### config.mk
export PLATFORM = sky130hd
export DESIGN_NAME = dtmf_square_tone_generator_top
export DESIGN_NICKNAME = d
export VERILOG_FILES = /design/src/hdl/dtmf_sq_pkg.sv /design/src/hdl/dtmf_sq_cfg.sv /design/src/hdl/dtmf_sq_core.sv /design/src/hdl/dtmf_square_tone_generator_top.sv
export VERILOG_INCLUDE_DIRS = /design/src /design/src/hdl
export SDC_FILE = /design/constraint.sdc
export NUM_CORES = 1
export LEC_CHECK = 0
export BUFFER_PORTS_ARGS = -buffer_cell sky130_fd_sc_hd__buf_2
export CAP_MARGIN = 20
export CORE_ASPECT_RATIO = 1.25
export CORE_UTILIZATION = 64
export DETAILED_ROUTE_END_ITERATION = 10
export GPL_ROUTABILITY_DRIVEN = 0
export HOLD_SLACK_MARGIN = 0.15
export PLACE_DENSITY = 0.87
export SLEW_MARGIN = 10
export SYNTH_ARGS = -nofsm -noshare
export SYNTH_HDL_FRONTEND = slang
export SYNTH_SLANG_ARGS = --single-unit
### constraint.sdc
create_clock -name clk -period 9.2 [get_ports clk]
set_input_delay 0.46 -clock clk [delete_from_list [all_inputs] [get_ports clk]]
set_output_delay 0.46 -clock clk [all_outputs]
set_load 0.02 [all_outputs]
### src/hdl/dtmf_square_tone_generator_top_defines.svh
// Assertion macros used by the tone core of the DTMF square tone generator.
`ifndef DTMF_SQUARE_TONE_GENERATOR_TOP_DEFINES_SVH
`define DTMF_SQUARE_TONE_GENERATOR_TOP_DEFINES_SVH

`ifndef SYNTHESIS
`define DTMF_ASSERT_ALWAYS(label, expr) \
    label: assert property (@(posedge clk) disable iff (!rst_n) (expr)) \
        else $error("assertion failed");
`define DTMF_ASSERT_IMPLIES(label, ante, cons) \
    label: assert property (@(posedge clk) disable iff (!rst_n) (ante) |-> (cons)) \
        else $error("assertion failed");
`else
`define DTMF_ASSERT_ALWAYS(label, expr)
`define DTMF_ASSERT_IMPLIES(label, ante, cons)
`endif

`endif

### src/hdl/dtmf_sq_pkg.sv
// Package with types, constants and tone tables of the DTMF square tone generator.
`default_nettype none

package dtmf_sq_pkg;

    localparam int TICKS_PER_MS = 1000;
    localparam int HP_W         = 11;
    localparam int REM_W        = 18;
    localparam int TRIM_W       = 7;
    localparam int DIGIT_W      = 4;
    localparam int DUR_W        = 8;

    localparam logic [TRIM_W-1:0] TRIM_RESET = 7'd10;

    // Register word indexes on the configuration port.
    localparam logic REG_TIMING_TRIM = 1'b0;

    localparam logic CMD_TICK  = 1'b0;
    localparam logic CMD_START = 1'b1;

    typedef struct packed {
        logic                 cmd;
        logic [DIGIT_W-1:0]   digit;
        logic [DUR_W-1:0]     duration_ms;
    } item_t;

    typedef struct packed {
        logic low_tone_level;
        logic high_tone_level;
        logic active;
    } result_t;

    typedef struct packed {
        logic [HP_W-1:0] low_hp;
        logic [HP_W-1:0] high_hp;
        logic            silent;
    } tone_plan_t;

    // Untrimmed half periods in microseconds (500000 / frequency).
    // Pause and unused codes give zero and a silent tone.
    function automatic tone_plan_t tone_plan(input logic [DIGIT_W-1:0] digit);
        tone_plan_t p;
        p.silent = 1'b0;
        case (digit)
            4'd0:    begin p.low_hp = 11'd531;  p.high_hp = 11'd374;  end
            4'd1:    begin p.low_hp = 11'd717;  p.high_hp = 11'd413;  end
            4'd2:    begin p.low_hp = 11'd717;  p.high_hp = 11'd374;  end
            4'd3:    begin p.low_hp = 11'd717;  p.high_hp = 11'd338;  end
            4'd4:    begin p.low_hp = 11'd649;  p.high_hp = 11'd413;  end
            4'd5:    begin p.low_hp = 11'd649;  p.high_hp = 11'd374;  end
            4'd6:    begin p.low_hp = 11'd649;  p.high_hp = 11'd338;  end
            4'd7:    begin p.low_hp = 11'd586;  p.high_hp = 11'd413;  end
            4'd8:    begin p.low_hp = 11'd586;  p.high_hp = 11'd374;  end
            4'd9:    begin p.low_hp = 11'd586;  p.high_hp = 11'd338;  end
            4'd10:   begin p.low_hp = 11'd531;  p.high_hp = 11'd413;  end
            4'd11:   begin p.low_hp = 11'd531;  p.high_hp = 11'd338;  end
            4'd13:   begin p.low_hp = 11'd1428; p.high_hp = 11'd1136; end
            default: begin p.low_hp = '0; p.high_hp = '0; p.silent = 1'b1; end
        endcase
        return p;
    endfunction

    function automatic logic [HP_W-1:0] trim_hp(input logic [HP_W-1:0] hp,
                                                input logic [TRIM_W-1:0] trim);
        logic [HP_W-1:0] t;
        t = HP_W'(trim);
        return (hp > t) ? (hp - t) : '0;
    endfunction

endpackage

`default_nettype wire

### src/hdl/dtmf_sq_cfg.sv
// Configuration register file of the DTMF square tone generator.
`default_nettype none

module dtmf_sq_cfg (
    input  wire logic                             clk,
    input  wire logic                             rst_n,
    input  wire logic                             psel,
    input  wire logic                             penable,
    input  wire logic                             pwrite,
    input  wire logic [2:0]                       paddr,
    input  wire logic [31:0]                      pwdata,
    output logic [31:0]                           prdata,
    output logic                                  pready,
    output logic [dtmf_sq_pkg::TRIM_W-1:0]        timing_trim
);

    logic [dtmf_sq_pkg::TRIM_W-1:0] trim_reg;
    logic [dtmf_sq_pkg::TRIM_W-1:0] trim_next;
    logic                           wr_trim;

    assign pready  = 1'b1;
    assign wr_trim = psel && penable && pwrite && pready
                     && (paddr[2] == dtmf_sq_pkg::REG_TIMING_TRIM);

    always_comb
    begin
        trim_next = trim_reg;
        if (wr_trim)
        begin
            trim_next = pwdata[dtmf_sq_pkg::TRIM_W-1:0];
        end
    end

    always_ff @(posedge clk or negedge rst_n)
    begin
        if (!rst_n)
        begin
            trim_reg <= dtmf_sq_pkg::TRIM_RESET;
        end
        else
        begin
            trim_reg <= trim_next;
        end
    end

    always_comb
    begin
        prdata = '0;
        if (paddr[2] == dtmf_sq_pkg::REG_TIMING_TRIM)
        begin
            prdata = {{(32-dtmf_sq_pkg::TRIM_W){1'b0}}, trim_reg};
        end
    end

    assign timing_trim = trim_reg;

endmodule

`default_nettype wire

### src/hdl/dtmf_sq_core.sv
// Tone state and its combinational update for one request.
`default_nettype none

`include "dtmf_square_tone_generator_top_defines.svh"

module dtmf_sq_core (
    input  wire logic                             clk,
    input  wire logic                             rst_n,
    input  wire logic                             advance,
    input  wire dtmf_sq_pkg::item_t               item,
    input  wire logic [dtmf_sq_pkg::TRIM_W-1:0]   timing_trim,
    output dtmf_sq_pkg::result_t                  result
);

    localparam int HP_W  = dtmf_sq_pkg::HP_W;
    localparam int REM_W = dtmf_sq_pkg::REM_W;

    logic [HP_W-1:0]  low_hp_reg,     low_hp_next;
    logic [HP_W-1:0]  high_hp_reg,    high_hp_next;
    logic [HP_W-1:0]  low_count_reg,  low_count_next;
    logic [HP_W-1:0]  high_count_reg, high_count_next;
    logic             low_level_reg,  low_level_next;
    logic             high_level_reg, high_level_next;
    logic             silent_reg,     silent_next;
    logic [REM_W-1:0] rem_reg,        rem_next;

    dtmf_sq_pkg::tone_plan_t plan;
    logic [HP_W-1:0]         low_inc;
    logic [HP_W-1:0]         high_inc;
    logic                    low_wrap;
    logic                    high_wrap;

    assign plan     = dtmf_sq_pkg::tone_plan(item.digit);
    assign low_inc  = low_count_reg + 1'b1;
    assign high_inc = high_count_reg + 1'b1;
    assign low_wrap  = low_inc > low_hp_reg;
    assign high_wrap = high_inc > high_hp_reg;

    always_comb
    begin
        low_hp_next     = low_hp_reg;
        high_hp_next    = high_hp_reg;
        low_count_next  = low_count_reg;
        high_count_next = high_count_reg;
        low_level_next  = low_level_reg;
        high_level_next = high_level_reg;
        silent_next     = silent_reg;
        rem_next        = rem_reg;
        if (item.cmd == dtmf_sq_pkg::CMD_START)
        begin
            silent_next     = plan.silent;
            low_hp_next     = dtmf_sq_pkg::trim_hp(plan.low_hp, timing_trim);
            high_hp_next    = dtmf_sq_pkg::trim_hp(plan.high_hp, timing_trim);
            low_count_next  = '0;
            high_count_next = '0;
            low_level_next  = 1'b0;
            high_level_next = 1'b0;
            rem_next        = REM_W'(REM_W'(item.duration_ms)
                                     * REM_W'(dtmf_sq_pkg::TICKS_PER_MS));
        end
        else if (rem_reg != '0)
        begin
            if (!silent_reg)
            begin
                low_count_next  = low_wrap ? '0 : low_inc;
                low_level_next  = low_level_reg ^ low_wrap;
                high_count_next = high_wrap ? '0 : high_inc;
                high_level_next = high_level_reg ^ high_wrap;
            end
            rem_next = rem_reg - 1'b1;
            // The last tick of a tone leaves both waves low and counters clear.
            if (rem_next == '0)
            begin
                low_count_next  = '0;
                high_count_next = '0;
                low_level_next  = 1'b0;
                high_level_next = 1'b0;
            end
        end
    end

    always_ff @(posedge clk or negedge rst_n)
    begin
        if (!rst_n)
        begin
            low_hp_reg     <= '0;
            high_hp_reg    <= '0;
            low_count_reg  <= '0;
            high_count_reg <= '0;
            low_level_reg  <= 1'b0;
            high_level_reg <= 1'b0;
            silent_reg     <= 1'b1;
            rem_reg        <= '0;
        end
        else if (advance)
        begin
            low_hp_reg     <= low_hp_next;
            high_hp_reg    <= high_hp_next;
            low_count_reg  <= low_count_next;
            high_count_reg <= high_count_next;
            low_level_reg  <= low_level_next;
            high_level_reg <= high_level_next;
            silent_reg     <= silent_next;
            rem_reg        <= rem_next;
        end
    end

    assign result.low_tone_level  = low_level_next;
    assign result.high_tone_level = high_level_next;
    assign result.active          = (rem_next != '0);

    `DTMF_ASSERT_IMPLIES(a_silent_low, silent_reg, !low_level_reg && !high_level_reg)
    `DTMF_ASSERT_IMPLIES(a_idle_clear, rem_reg == '0, !low_level_reg && !high_level_reg && low_count_reg == '0 && high_count_reg == '0)
    `DTMF_ASSERT_ALWAYS(a_count_bound, low_count_reg <= low_hp_reg && high_count_reg <= high_hp_reg)

endmodule

`default_nettype wire

### src/hdl/dtmf_square_tone_generator_top.sv
// Top level of the DTMF square tone generator: stream stages around the tone core.
//
//  channel  dir  handshake          payload
//  s_       in   s_tvalid/s_tready  tuser: cmd; tdata: digit, duration_ms
//  m_       out  m_tvalid/m_tready  tdata: low_tone_level, high_tone_level, active
//  apb      in   psel/penable       timing_trim at byte address 0
//
// One request is accepted per cycle while s_tready is high; it waits in the input register,
// and the tone update then loads its result into the result register, to be taken on m_.
// Tone state and result register advance together when a request waits and m_ can accept.
// Reset clears the tone state to silent and idle and sets timing_trim to 10.
// A stalled m_ side holds one result and one request in flight, then drops s_tready.
`default_nettype none

module dtmf_square_tone_generator_top (
    input  wire logic        clk,
    input  wire logic        rst_n,
    input  wire logic        s_tvalid,
    output logic             s_tready,
    input  wire logic [15:0] s_tdata,   // [3:0] digit, [11:4] duration_ms, rest zero
    input  wire logic [0:0]  s_tuser,   // [0] cmd
    output logic             m_tvalid,
    input  wire logic        m_tready,
    output logic [7:0]       m_tdata,   // [0] low_tone_level, [1] high_tone_level, [2] active
    input  wire logic        psel,
    input  wire logic        penable,
    input  wire logic        pwrite,
    input  wire logic [2:0]  paddr,
    input  wire logic [31:0] pwdata,
    output logic [31:0]      prdata,
    output logic             pready
);

    logic                           in_valid_reg,  in_valid_next;
    dtmf_sq_pkg::item_t             in_item_reg;
    logic                           out_valid_reg, out_valid_next;
    dtmf_sq_pkg::result_t           out_res_reg;
    dtmf_sq_pkg::result_t           core_res;
    logic [dtmf_sq_pkg::TRIM_W-1:0] timing_trim;
    logic                           advance;
    logic                           s_take;

    dtmf_sq_cfg u_cfg (
        .clk         (clk),
        .rst_n       (rst_n),
        .psel        (psel),
        .penable     (penable),
        .pwrite      (pwrite),
        .paddr       (paddr),
        .pwdata      (pwdata),
        .prdata      (prdata),
        .pready      (pready),
        .timing_trim (timing_trim)
    );

    dtmf_sq_core u_core (
        .clk         (clk),
        .rst_n       (rst_n),
        .advance     (advance),
        .item        (in_item_reg),
        .timing_trim (timing_trim),
        .result      (core_res)
    );

    assign advance  = in_valid_reg && (!out_valid_reg || m_tready);
    assign s_tready = !in_valid_reg || advance;
    assign s_take   = s_tvalid && s_tready;

    always_comb
    begin
        in_valid_next = in_valid_reg;
        if (s_take)
        begin
            in_valid_next = 1'b1;
        end
        else if (advance)
        begin
            in_valid_next = 1'b0;
        end

        out_valid_next = out_valid_reg;
        if (advance)
        begin
            out_valid_next = 1'b1;
        end
        else if (m_tready)
        begin
            out_valid_next = 1'b0;
        end
    end

    always_ff @(posedge clk or negedge rst_n)
    begin
        if (!rst_n)
        begin
            in_valid_reg  <= 1'b0;
            out_valid_reg <= 1'b0;
        end
        else
        begin
            in_valid_reg  <= in_valid_next;
            out_valid_reg <= out_valid_next;
        end
    end

    always_ff @(posedge clk)
    begin
        if (s_take)
        begin
            in_item_reg.cmd         <= s_tuser[0];
            in_item_reg.digit       <= s_tdata[3:0];
            in_item_reg.duration_ms <= s_tdata[11:4];
        end
        if (advance)
        begin
            out_res_reg <= core_res;
        end
    end

    assign m_tvalid = out_valid_reg;
    assign m_tdata  = {5'b0, out_res_reg.active, out_res_reg.high_tone_level,
                       out_res_reg.low_tone_level};

endmodule

`default_nettype wire
-- Yosys cells after proc, flatten, opt, wreduce, memory -nomap -nowiden
Cells that the tools add are included.
- $add $sub $neg: 5
- multiply operators: 1
- $lt $le $gt $ge: 4
- equal/unequal tests: 13
- mux-type cells: 29
- bitwise gates (word level): 3
- reductions and logical operators: 19
- operators with widths (operator ; number):
    $pmux W22 S13 ; 1
    $mux W11 ; 12
    $mux W18 ; 2
    $reduce_bool A18 Y1 ; 2
    $add A11 B1 Y11 const B ; 2
    $gt A11 B11 Y1 ; 2
    $gt A11 B7 Y1 ; 2
    $sub A11 B7 Y11 ; 2
    $eq A4 B4 Y1 const B ; 5
    $logic_not A18 Y1 ; 1
    $sub A18 B1 Y18 const B ; 1
    $eq A4 B3 Y1 const B ; 4
    $mul A8 B7 Y15 const B ; 1
    $mux W1 ; 13
    $reduce_or A13 Y1 ; 1
    $eq A4 B2 Y1 const B ; 2
    $mux W7 ; 1
    $reduce_bool A2 Y1 ; 3
    $logic_and A1 B1 Y1 ; 5
    $eq A4 B1 Y1 const B ; 1
    $logic_not A4 Y1 ; 1
    $ne A3 B3 Y1 const B ; 1
    $reduce_and A3 Y1 ; 1
    $logic_not A1 Y1 ; 2
    other kinds (4) ; 6
- register bits: 90
- word-level logic and storage cells: 91

-- Logic depth before layout (Yosys ltp)
Gate-level depths: netlist of the first run.
- word-level depth: 7
- gate-level depth with buffers: 17
- gate-level depth less buffers: 16

-- By module
A second synthesis of the first run with hierarchy kept.
- cells, all modules: 861
- area, all modules: 7851.3 µm²
- by module, submodules not included (module ; times used ; cells each ; area each (µm²) ; seq. area each (µm²)):
    dtmf_sq_core ; 1 ; 781 ; 6681.4 ; 1627.8
    dtmf_square_tone_generator_top ; 1 ; 30 ; 625.6 ; 530.5
    dtmf_sq_cfg ; 1 ; 50 ; 544.3 ; 177.7

-- Worst setup path after synthesis of the first run
OpenSTA, ideal clock, no wires.
- path type: register -> register
- start: register in_item_reg[1] in the netlist's numbering
- end: register out_res_reg (netlist bit m_tdata[2]) (data pin)
- setup time: 0.273 ns
- arrival time: 4.297 ns
- data required time: 8.927 ns
- slack: 4.630 ns
- cell stages (with the launch flop): 16
- path buffers: 0
- period minus slack after synthesis: 4.570 ns
- path through: edfxtp_1 fa_1 inv_1 fa_1 fa_1 fa_1 inv_1 ha_1 nand3_1 o211ai_1 or3_1 a32o_1 a221oi_1 nand4_1 nor4_1 nand4_1
- RTL lines (what ; line ; source):
    start, declared ; dtmf_square_tone_generator_top.sv:35 ; dtmf_sq_pkg::item_t in_item_reg;
    end signal, assigned ; dtmf_square_tone_generator_top.sv:116 ; out_res_reg <= core_res;
    end, declared ; dtmf_square_tone_generator_top.sv:37 ; dtmf_sq_pkg::result_t out_res_reg;

==> qor.yml, run 1 <==
sta:
  hold_violation_total_from_the_final_report: 0
  clock_skew_ns: 0.008415
  setup-violations-final: 0
  fin_crit_ns: 5.064
  finalCritPeriodShare: 0.5504
  worst_slack_ns: 4.136
  worst_pin_slew_ns: 0.9774
  fin_setup_tns_ns: 0
  rsz0062_at_grt: "no"
  final_max_slew_viol_count: 0
  achievable_clock_frequency_mhz: 197.5
  relSlewSlack: 0.3484
placement:
  portBuffers: 39
  pre_cts_ws_ns: 4.160
  placedInstanceArea_mm2: 0.007843
  numPlacedInstances: 1028
  dp_hpwl_mm: 12.08
global_route:
  antenna_found_initial: 0
  overflow: 0
  grt_pass1_vias: 6020
  grt_pass1_wl_mm: 27.66
  pin_count_of_the_biggest_net_entering_global_routing: 75
  grt_util_all_layers: 0.2792
power:
  share_clk_of_total_power: 0.174
  netSwitchingFraction: 0.4304
  power.share.combinational: 0.508
  cellPowerDensity_mw_per_mm2: 240.5
  leakage_nw: 3.828
  power.ir.vdd_worst_mv: 0.1372
  power.share.sequential: 0.319
  internal-power_mw: 1.110
  power.switching_mw: 0.8390
floorplan:
  initial_core_util: 0.6589
  num_rows: 44
  ioPinCount: 102
  die_height_um: 124.6
  chipWidth_um: 100.0
  fp.coreArea_mm2: 0.01167
  die_area_mm2: 0.01246
synthesis:
  yosys_warnings: 0
  syn-instance-count: 859
  synth_edf_count: 16
  synth_seq_area_share: 0.3038
  synth_seq_cells: 90
  post_synth_main_area_contributors: "sky130_fd_sc_hd__dfrtp_1, sky130_fd_sc_hd__ha_1, sky130_fd_sc_hd__edfxtp_1"
  yosys.area.top_type_share: 0.2310
  synth_area_mm2: 0.007690
  dominantRegCellSynth: "sky130_fd_sc_hd__dfrtp_1"
  synth_area_leader_cell: "sky130_fd_sc_hd__dfrtp_1"
  synth-async-reset-ratio: 0.8222
  yosysUniqueCellTypes: 69
  synthesized_area_divided_by_synthesized_cell_count_um2: 8.952
critical_path:
  r2r-start: "in_item_reg[0]$_DFFE_PP_"
  critical_path_peak_fanout: 7
  crit_type: "flip-flop to flip-flop"
  r2r_slack_ns: 4.14
  crit_path_top_delay_cell: "sky130_fd_sc_hd__fa_1"
  critPathLaunchType: "flip-flop"
  timing.rr.end: "m_tdata[2]$_DFFE_PP_"
  critical-path-top-delay-family: "adder cells"
  reg2reg_depth: 16
  worstPathRequired_ns: 9.28
  critPathArrivalTime_ns: 5.14
  endpoint_kind: "flip-flop"
  cp.buffers_inverters: 2
  critPathMostFrequentCell: "sky130_fd_sc_hd__fa_1"
  critical_path.cell_chain: "fa_1 > xor2_1 > ha_1 > fa_1 > inv_1 > fa_1 > inv_1 > ha_1 > nand3_1 > o211ai_1 > or3_1 > a32o_1 > a221oi_1 > nand4_1 > nor4_1 > nand4_1"
  critical_path.max_stage_delay_ns: 0.70
clocking:
  number_of_buffers_added_by_the_clock_tree_synthesis_step: 9
  post_cts_hold_buffer_count: 0
  insertion_delay_ns: 0.34
  cts-htree-levels: 3
  cts-root-to-sink-buffers: 2
  root_buffer: "sky130_fd_sc_hd__clkbuf_16"
  post_cts.repair.setup_buffers: 0
  tritoncts: "yes"
  clk_pin_slew_worst_paths_ns: 0.06
  cts_resized: 0
  sinks_on_clock_net: 90
cells_and_area:
  drive_gt1_frac: 0.09173
  area.growth.synth_to_final_pct: 5.418
  postLayoutCellArea_mm2: 0.008107
  final.fill_count: 882
  layoutNonFillerInstCount: 1044
  combined_area_of_the_multi_input_logic_cells_mm2: 0.004796
  largest_register_ff_count: 18
  final_util: 0.6946
  num-nets-final: 1038
  ff_latch_area_mm2: 0.002336
  antenna_cells: 0
routing:
  postRouteWirelength_mm: 16.41
  num_vias: 6180
  detail_route.first_pass.iterations: 5
  route.detailed.drc: 0
  routed_via_density: 5.920
  antenna_left: 0
  post_drt_wl_per_cell_um: 15.72
  drt_first_iter_violations: 353
run:
  cap_viol_max_count: 0
worst_hold_path:
  timing.hold.worst.class: "input pin to asynchronous set/reset pin"
status:
  status: "completed"
==> routing by layer <==
layer	GRT usage	vias to the layer above	wire, um
li1	-	3014	-
met1	0.3293	2973	6725
met2	0.5030	149	8649
met3	0.03648	44	535
met4	0.1176	0	497
met5	0	-	0
==> placed cells by master, fill, tap and decap left out, drive strengths merged, types with 6 or more instances in the layout <==
| master | instances |
|---|---|
| a21o | 16 |
| a21oi | 38 |
| a22o | 10 |
| a22oi | 6 |
| a31oi | 6 |
| and3 | 11 |
| buf | 42 |
| clkbuf | 11 |
| conb | 31 |
| dfrtp | 71 |
| edfxtp | 16 |
| fa | 23 |
| ha | 78 |
| inv | 77 |
| mux2 | 8 |
| nand2 | 72 |
| nand2b | 17 |
| nand3 | 20 |
| nand4 | 13 |
| nor2 | 59 |
| nor2b | 8 |
| nor3 | 19 |
| nor4 | 9 |
| o21a | 9 |
| o21ai | 60 |
| o22ai | 7 |
| o31ai | 10 |
| o41ai | 7 |
| or2 | 6 |
| or3 | 6 |
| xnor2 | 28 |
| xor2 | 21 |
==> how the worst max path moves through the flow <==
stage / slack, ns / cells after the start / from / to
after detailed placement: 4.16 / 16 / in_item_reg[0]$_DFFE_PP_ / m_tdata[2]$_DFFE_PP_
final: 4.14 / 16 / in_item_reg[0]$_DFFE_PP_ / m_tdata[2]$_DFFE_PP_
after global routing: 3.76 / 16 / in_item_reg[0]$_DFFE_PP_ / m_tdata[2]$_DFFE_PP_
after global placement: 4.31 / 16 / in_item_reg[0]$_DFFE_PP_ / m_tdata[2]$_DFFE_PP_
after CTS: 4.14 / 16 / in_item_reg[0]$_DFFE_PP_ / m_tdata[2]$_DFFE_PP_
after floorplan: 4.63 / 15 / in_item_reg[1]$_DFFE_PP_ / m_tdata[2]$_DFFE_PP_
==> power groups by stage <==
stage,sequential [mW],combinational (mW),clock (mW)
final,0.621,0.989,0.339
after global routing,0.635,1.11,0.360
after CTS,0.618,0.985,0.342
after detailed placement,0.624,0.973,0
after global placement,0.621,0.938,0
after floorplan,0.569,0.825,0
==> metrics by stage <==
stage	power, mW	hold WS [ns]
finish	1.949	0.2289
global route	2.109	0.2753
CTS	1.945	0.2819
detailed placement	1.597	0.4639
global placement	1.559	0.4627
floorplan	1.394	0.1644
==> synth_stat cells, types with 6 or more instances <==
cell type and instances:
sky130_fd_sc_hd__nand2b_1 17, sky130_fd_sc_hd__nand2_1 72, sky130_fd_sc_hd__inv_1 77, sky130_fd_sc_hd__buf_4 32, sky130_fd_sc_hd__o21ai_0 58, sky130_fd_sc_hd__dfrtp_1 71, sky130_fd_sc_hd__o31ai_1 10, sky130_fd_sc_hd__and3_1 11
sky130_fd_sc_hd__a21o_1 16, sky130_fd_sc_hd__xor2_1 21, sky130_fd_sc_hd__a31oi_1 6, sky130_fd_sc_hd__nand4_1 13, sky130_fd_sc_hd__edfxtp_1 16, sky130_fd_sc_hd__o22ai_1 7, sky130_fd_sc_hd__nor2b_1 8, sky130_fd_sc_hd__clkbuf_1 22
sky130_fd_sc_hd__o21a_1 9, sky130_fd_sc_hd__nand3_1 20, sky130_fd_sc_hd__or3_1 6, sky130_fd_sc_hd__mux2_2 8, sky130_fd_sc_hd__a21oi_1 38, sky130_fd_sc_hd__nor3_1 18, sky130_fd_sc_hd__nor4_1 6, sky130_fd_sc_hd__ha_1 78
sky130_fd_sc_hd__nor2_1 59, sky130_fd_sc_hd__fa_1 23, sky130_fd_sc_hd__xnor2_1 28, sky130_fd_sc_hd__a22o_1 10
==> logic make-up after synthesis <==
| group | count (synthesis) | synth area share |
|---|---|---|
| compound gates | 209 | 0.1837 |
| xor+xnor | 49 | 0.05581 |
| fa+ha+maj | 101 | 0.1868 |
| buf+inv | 140 | 0.08672 |
| flops | 90 | 0.3038 |
| mux | 12 | 0.01692 |
| other cells | 2 | 0.0009766 |
| simple gates | 256 | 0.1653 |
==> final cells by class <==
cell class	count	share of cell area
clock buffer	11	0.02871
clock inverter	5	0.003859
inverter	77	0.03565
multi-input combinational	658	0.5916
sequential	90	0.2882
tap	161	0.02485
timing repair buffer	42	0.02716
Note: power is estimated with default switching activity, not from simulation.
==> run 2, diff against run 1 <==
- CORE_UTILIZATION: 64 -> 54
- PLACE_DENSITY: 0.87 -> 0.78
- clock period: 9.2 -> 4.3 ns (I/O delays scaled with it)
==> run 2 against run 1 <==
Net effect: the flow now finishes with violations (setup timing); utilization fell by 5.8 points; register-to-register slack got worse by 4.3 ns; non-clock buffer count rose by 68; wire length rose by 7.1%; via count rose by 4.4%; clock skew rose by 0.0016 ns; largest cell class unchanged.
==> qor.yml, run 2 (synthesis gave the netlist of run 1 again) <==
status:
  status: "finished, violations left"
  violations: "setup timing"
routing:
  detail_route.first_pass.iterations: 5
  route.detailed.drc: 0
  antenna_left: 0
  routed_via_density: 5.727
  postRouteWirelength_mm: 17.57
  drt_first_iter_violations: 446
  num_vias: 6449
  post_drt_wl_per_cell_um: 15.61
power:
  internal-power_mw: 2.783
  power.switching_mw: 1.916
  leakage_nw: 4.186
  power.share.combinational: 0.530
  power.ir.vdd_worst_mv: 0.4885
  cellPowerDensity_mw_per_mm2: 532.2
  share_clk_of_total_power: 0.189
  netSwitchingFraction: 0.4078
  power.share.sequential: 0.281
sta:
  setup-violations-final: 1
  rsz0062_at_grt: "yes"
  worst_slack_ns: -0.2034
  relSlewSlack: 0.3520
  fin_setup_tns_ns: -0.2034
  worst_pin_slew_ns: 0.9720
  hold_violation_total_from_the_final_report: 0
  achievable_clock_frequency_mhz: 222.1
  clock_skew_ns: 0.01006
  worst_hold_slack_ns: 0.4537
  fin_crit_ns: 4.503
  finalCritPeriodShare: 1.047
  final_max_slew_viol_count: 0
clocking:
  cts-htree-levels: 3
  number_of_buffers_added_by_the_clock_tree_synthesis_step: 9
  insertion_delay_ns: 0.36
  clk_pin_slew_worst_paths_ns: 0.07
  sinks_on_clock_net: 90
  cts-root-to-sink-buffers: 2
  root_buffer: "sky130_fd_sc_hd__clkbuf_16"
  tritoncts: "yes"
critical_path:
  crit_path_top_delay_cell: "sky130_fd_sc_hd__fa_1"
  worstPathRequired_ns: 4.40
  critical_path.max_stage_delay_ns: 0.56
  critPathMostFrequentCell: "sky130_fd_sc_hd__fa_1"
  critPathLaunchType: "flip-flop"
  endpoint_kind: "flip-flop"
  critPathArrivalTime_ns: 4.60
  critical-path-top-delay-family: "adder cells"
  cp.buffers_inverters: 2
  crit_type: "flip-flop to flip-flop"
  critical_path.cell_chain: "fa_1 > inv_1 > fa_1 > fa_1 > fa_1 > inv_2 > ha_4 > nand3_2 > o211ai_1 > or3_1 > a32o_2 > a221oi_2 > nand4_1 > nor4_2 > nand4_1"
  critical_path_peak_fanout: 4
floorplan:
  die_area_mm2: 0.01472
  num_rows: 48
  initial_core_util: 0.5543
  ioPinCount: 102
  fp.coreArea_mm2: 0.01387
  chipWidth_um: 108.7
  die_height_um: 135.4
global_route:
  grt_pass1_wl_mm: 29.57
  grt_pass1_vias: 6302
  antenna_found_initial: 0
  pin_count_of_the_biggest_net_entering_global_routing: 75
  overflow: 0
  grt_util_all_layers: 0.2579
placement:
  portBuffers: 39
  pre_cts_ws_ns: -0.2271
  dp_hpwl_mm: 12.66
  numPlacedInstances: 1085
  placedInstanceArea_mm2: 0.008230
cells_and_area:
  drive_gt1_frac: 0.1514
  layout.cells.most_common: "sky130_fd_sc_hd__ha_1"
  most_used_cells_in_the_layout_excluding_fill_and_tap_cells: "sky130_fd_sc_hd__ha_1, sky130_fd_sc_hd__inv_1, sky130_fd_sc_hd__nand2_1, sky130_fd_sc_hd__dfrtp_1, sky130_fd_sc_hd__nor2_1"
  layoutNonFillerInstCount: 1126
  antenna_cells: 0
  final.fill_count: 1134
  largest_register_ff_count: 18
  postLayoutCellArea_mm2: 0.008828
  num-nets-final: 1106
  area.growth.synth_to_final_pct: 14.81
run:
  cap_viol_max_count: 0
worst_hold_path:
  timing.hold.worst.class: "input pin to flip-flop"
## run 2: cell types whose count changed in the layout (fill, tap and decap cells not counted), sizes merged
cell	before	now
buf	42	87
bufinv	0	2
clkinv	4	2
clkinvlp	1	0
dlygate4sd3	0	23
inv	77	78
## run 2: per-stage QoR
step                power (mW)  utilization
floorplan                3.058            -
global placement         3.658       0.5933
detailed placement       3.727       0.5933
CTS                      4.663       0.6340
global route             5.058       0.6364
finish                   4.699       0.6364
## run 2: power by group through the flow
stage / Clock (mW) / Combinational (mW) / Sequential, mW
2_1_floorplan: 0 / 1.84 / 1.22
3_3_place_gp: 0 / 2.34 / 1.32
3_5_place_dp: 0 / 2.40 / 1.33
4_1_cts: 0.901 / 2.45 / 1.31
5_1_grt: 0.929 / 2.77 / 1.35
6_report: 0.887 / 2.49 / 1.32
## run 2: worst paths after layout
| check | from | endpoint | slack (ns) | depth (start not counted) |
|---|---|---|---|---|
| setup / recovery | in_item_reg[3]$_DFFE_PP_ | m_tdata[2]$_DFFE_PP_ | -0.20 | 15 |
| hold / removal | pwrite | u_cfg.timing_trim[6]$_DFFE_PN0P_ | 0.45 | 3 |
| hold reg to reg | u_core.silent_reg$_DFFE_PN1P_ | u_core.silent_reg$_DFFE_PN1P_ | 0.49 | 2 |
| min in group asynchronous | rst_n | u_core.rem_reg[14]$_DFFE_PN0P_ | 0.52 | 2 |
| setup reg to reg | in_item_reg[3]$_DFFE_PP_ | m_tdata[2]$_DFFE_PP_ | -0.20 | 15 |
| max in group asynchronous | rst_n | u_cfg.timing_trim[5]$_DFFE_PN0P_ | 3.11 | 2 |
## run 2: what timing repair did
action,CTS,global route
endpoints found under the hold margin,93,0
gates resized for setup,1,7
hold buffers,23,0
setup endpoints to repair,2,5
setup buffers,0,2
pin swaps,0,3
## run 2: layer usage
| metal | vias up | global-route usage | routed length, um |
|---|---|---|---|
| li1 | 3157 | - | - |
| met1 | 3085 | 0.2978 | 7189 |
| met2 | 174 | 0.4705 | 9204 |
| met3 | 33 | 0.02501 | 610 |
| met4 | 0 | 0.1254 | 568 |
| met5 | - | 0 | 0 |
## run 2: layout make-up
cell class	instances	area, um^2	share of cell area
timing repair buffer	110	788.3	0.08929
multi-input combinational	658	4867	0.5513
clock inverter	5	86.33	0.009779
tap	175	219.0	0.02480
inverter	77	289.0	0.03274
sequential	90	2336	0.2646
clock buffer	11	242.7	0.02749
## run 2: tightest hold or removal path, delay by kind of cell
| family | cells | cell delay (ns) |
|---|---|---|
| simple gates | 1 | 0.26 |
| buf+inv | 1 | 0.09 |
| mux | 1 | 0.21 |
==> run 3, diff against run 2 <==
- ABC_AREA: not set -> 1
==> run 3 against run 2 <==
Net effect: the flow now finishes without violations; via count increased by 11%; combinational power increased by 12%; first-iteration DRC count decreased by 16%; final area increased by 1.3%; sequential power about the same; clock-buffer cell count increased by 5; synthesized area increased by 3.8%; critical path type unchanged; largest power group unchanged.
==> qor.yml, run 3 <==
status:
  status: "completed"
cells_and_area:
  final_util: 0.6210
  num-nets-final: 1338
  ff_latch_area_mm2: 0.002336
  drive_gt1_frac: 0.1023
  area.growth.synth_to_final_pct: 12.08
  most_used_cells_in_the_layout_excluding_fill_and_tap_cells: "sky130_fd_sc_hd__nand2_1, sky130_fd_sc_hd__inv_1, sky130_fd_sc_hd__nor2_1, sky130_fd_sc_hd__nand3_1, sky130_fd_sc_hd__ha_1"
  postLayoutCellArea_mm2: 0.008947
  layoutNonFillerInstCount: 1362
  layout.cells.most_common: "sky130_fd_sc_hd__nand2_1"
  largest_register_ff_count: 18
  combined_area_of_the_multi_input_logic_cells_mm2: 0.004891
  final.fill_count: 1248
critical_path:
  endpoint_kind: "flip-flop"
  cp.buffers_inverters: 4
  crit_type: "flip-flop to flip-flop"
  critPathArrivalTime_ns: 4.32
  critPathMostFrequentCell: "sky130_fd_sc_hd__nand2_1"
  critical_path.max_stage_delay_ns: 0.58
  critical-path-top-delay-family: "adder cells"
  critPathLaunchType: "flip-flop"
  critical_path_peak_fanout: 4
  worstPathRequired_ns: 4.42
  critical_path.cell_chain: "fa_1 > inv_1 > fa_1 > fa_1 > fa_1 > inv_1 > ha_4 > nand2_1 > inv_1 > nand2_1 > nand2_2 > nand3_2 > nand2_2 > nand2_1 > nand3_2 > nand2_1 > inv_1 > nand3_1 > nor2_2 > nand2_1"
  crit_path_top_delay_cell: "sky130_fd_sc_hd__fa_1"
synthesis:
  yosys_warnings: 0
  synth_seq_area_share: 0.2926
  synth_area_mm2: 0.007983
  post_synth_main_area_contributors: "sky130_fd_sc_hd__dfrtp_1, sky130_fd_sc_hd__nand2_1, sky130_fd_sc_hd__ha_1"
  synth_area_leader_cell: "sky130_fd_sc_hd__dfrtp_1"
  synthesized_area_divided_by_synthesized_cell_count_um2: 7.185
  yosys.area.top_type_share: 0.2226
  synth_seq_cells: 90
  syn-instance-count: 1111
  synth_common_cells: "sky130_fd_sc_hd__nand2_1, sky130_fd_sc_hd__inv_1, sky130_fd_sc_hd__nor2_1, sky130_fd_sc_hd__nand3_1, sky130_fd_sc_hd__ha_1"
  most_used_standard_cell_by_instance_count_after_synthesis: "sky130_fd_sc_hd__nand2_1"
  dominantRegCellSynth: "sky130_fd_sc_hd__dfrtp_1"
  synth_edf_count: 16
  synth-async-reset-ratio: 0.8222
  yosysUniqueCellTypes: 43
power:
  leakage_nw: 4.841
  total_power_of_the_final_layout_mw: 4.915
  cellPowerDensity_mw_per_mm2: 549.4
  power.ir.vdd_worst_mv: 0.3368
clocking:
  cts-root-to-sink-buffers: 2
  number_of_buffers_added_by_the_clock_tree_synthesis_step: 9
  tritoncts: "yes"
  insertion_delay_ns: 0.36
  root_buffer: "sky130_fd_sc_hd__clkbuf_16"
  sinks_on_clock_net: 90
  clk_pin_slew_worst_paths_ns: 0.07
  cts-htree-levels: 3
global_route:
  pin_count_of_the_biggest_net_entering_global_routing: 75
  grt_pass1_vias: 6931
  grt_util_all_layers: 0.2475
  grt_pass1_wl_mm: 30.43
  antenna_found_initial: 0
  overflow: 0
routing:
  detail_route.first_pass.iterations: 5
  antenna_left: 0
  drt_first_iter_violations: 375
  postRouteWirelength_mm: 18.41
  num_vias: 7156
  route.detailed.drc: 0
  routed_via_density: 5.254
  post_drt_wl_per_cell_um: 13.52
floorplan:
  fp.coreArea_mm2: 0.01441
  ioPinCount: 102
  die_area_mm2: 0.01528
  die_height_um: 137.9
  chipWidth_um: 110.8
  num_rows: 49
  initial_core_util: 0.5541
placement:
  dp_hpwl_mm: 13.29
  portBuffers: 39
  numPlacedInstances: 1316
  placedInstanceArea_mm2: 0.008258
sta:
  finalCritPeriodShare: 0.9752
  clock_skew_ns: 0.01279
  fin_crit_ns: 4.194
  hold_violation_total_from_the_final_report: 0
  achievable_clock_frequency_mhz: 238.5
  relSlewSlack: 0.3492
  worst_pin_slew_ns: 0.9762
  setup-violations-final: 0
  final_max_slew_viol_count: 0
run:
  cap_viol_max_count: 0
worst_hold_path:
  timing.hold.worst.class: "input pin to flip-flop"
## run 3: changes by cell type after synthesis, moves of 10 or more
cell	change
sky130_fd_sc_hd__nand4_1	+10
sky130_fd_sc_hd__and3_1	-11
sky130_fd_sc_hd__nand3_1	+60
sky130_fd_sc_hd__a21o_1	-15
sky130_fd_sc_hd__inv_1	+90
sky130_fd_sc_hd__nor2_1	+53
sky130_fd_sc_hd__nand2_1	+227
sky130_fd_sc_hd__o31ai_1	-10
sky130_fd_sc_hd__nand2b_1	-17
sky130_fd_sc_hd__xnor2_1	-25
## run 3: worst paths after layout
| path | from | to | slack (ns) | cells past startpoint |
|---|---|---|---|---|
| max | in_item_reg[2]$_DFFE_PP_ | m_tdata[2]$_DFFE_PP_ | 0.11 | 20 |
| min | pwrite | u_cfg.timing_trim[1]$_DFFE_PN1P_ | 0.44 | 3 |
| max reg2reg | in_item_reg[2]$_DFFE_PP_ | m_tdata[2]$_DFFE_PP_ | 0.11 | 20 |
| min reg2reg | u_core.low_hp_reg[6]$_DFFE_PN0P_ | u_core.low_hp_reg[6]$_DFFE_PN0P_ | 0.48 | 2 |
| max in group asynchronous | rst_n | u_cfg.timing_trim[5]$_DFFE_PN0P_ | 3.11 | 2 |
| min in group asynchronous | rst_n | u_core.rem_reg[16]$_DFFE_PN0P_ | 0.56 | 2 |
## run 3: metrics by stage
stage	worst slack [ns]	hold slack, ns	TNS [ns]
2_1_floorplan	0.2114	-0.08059	0
3_3_place_gp	0.1042	0.3918	0
3_5_place_dp	0.02558	0.3934	0
4_1_cts	0.04305	0.4296	0
5_1_grt	-0.04936	0.4946	-0.04936
6_report	0.1064	0.4388	0
## run 3: tightest hold or removal path: cells and delay by family
family | cells | cell delay, ns
buf+inv | 1 | 0.10
compound gates | 1 | 0.13
simple gates | 1 | 0.35
## run 3: final cells by class
class | count | share of cell area
well taps | 178 | 0.02489
flip-flops and latches | 90 | 0.2611
inverters | 171 | 0.07174
diodes | 1 | 0.0002797
clock buffers | 16 | 0.03496
repair buffers | 77 | 0.06041
multi-input cells | 829 | 0.5466
## run 3: logic make-up after synthesis
logic type | synth area share
AO/OA/AOI/OAI | 0.07555
AND/OR/NAND/NOR | 0.3028
buffers and inverters | 0.1207
XOR/XNOR | 0.02743
other | 0.0009408
adder cells (fa/ha/maj) | 0.1799
flip-flops | 0.2926
## run 3: report_power, final
part,internal [mW],leakage [nW],total [mW],switching [mW]
clock,0.492,0.154,0.832,0.340
sequential,1.10,1.09,1.30,0.197
combinational,1.06,3.60,2.78,1.72
## run 3: layer usage
layer  vias up  wire length (um)  part of all wire  track usage
met2       182              9690              0.53       0.4679
li1       3611                 -                 -            -
met1      3312              7367              0.40       0.2665
met4         0               761             0.041       0.1444
met5         -                 0                 0            0
met3        51               592             0.032      0.03191
## run 3: timing repair
action,4_1_cts,5_1_grt
pin swaps,1,18
setup endpoints to repair,1,3
hold endpoints to repair,93,0
setup buffers,1,5
gates resized for setup,1,22
cloned,0,0
hold buffers,23,0
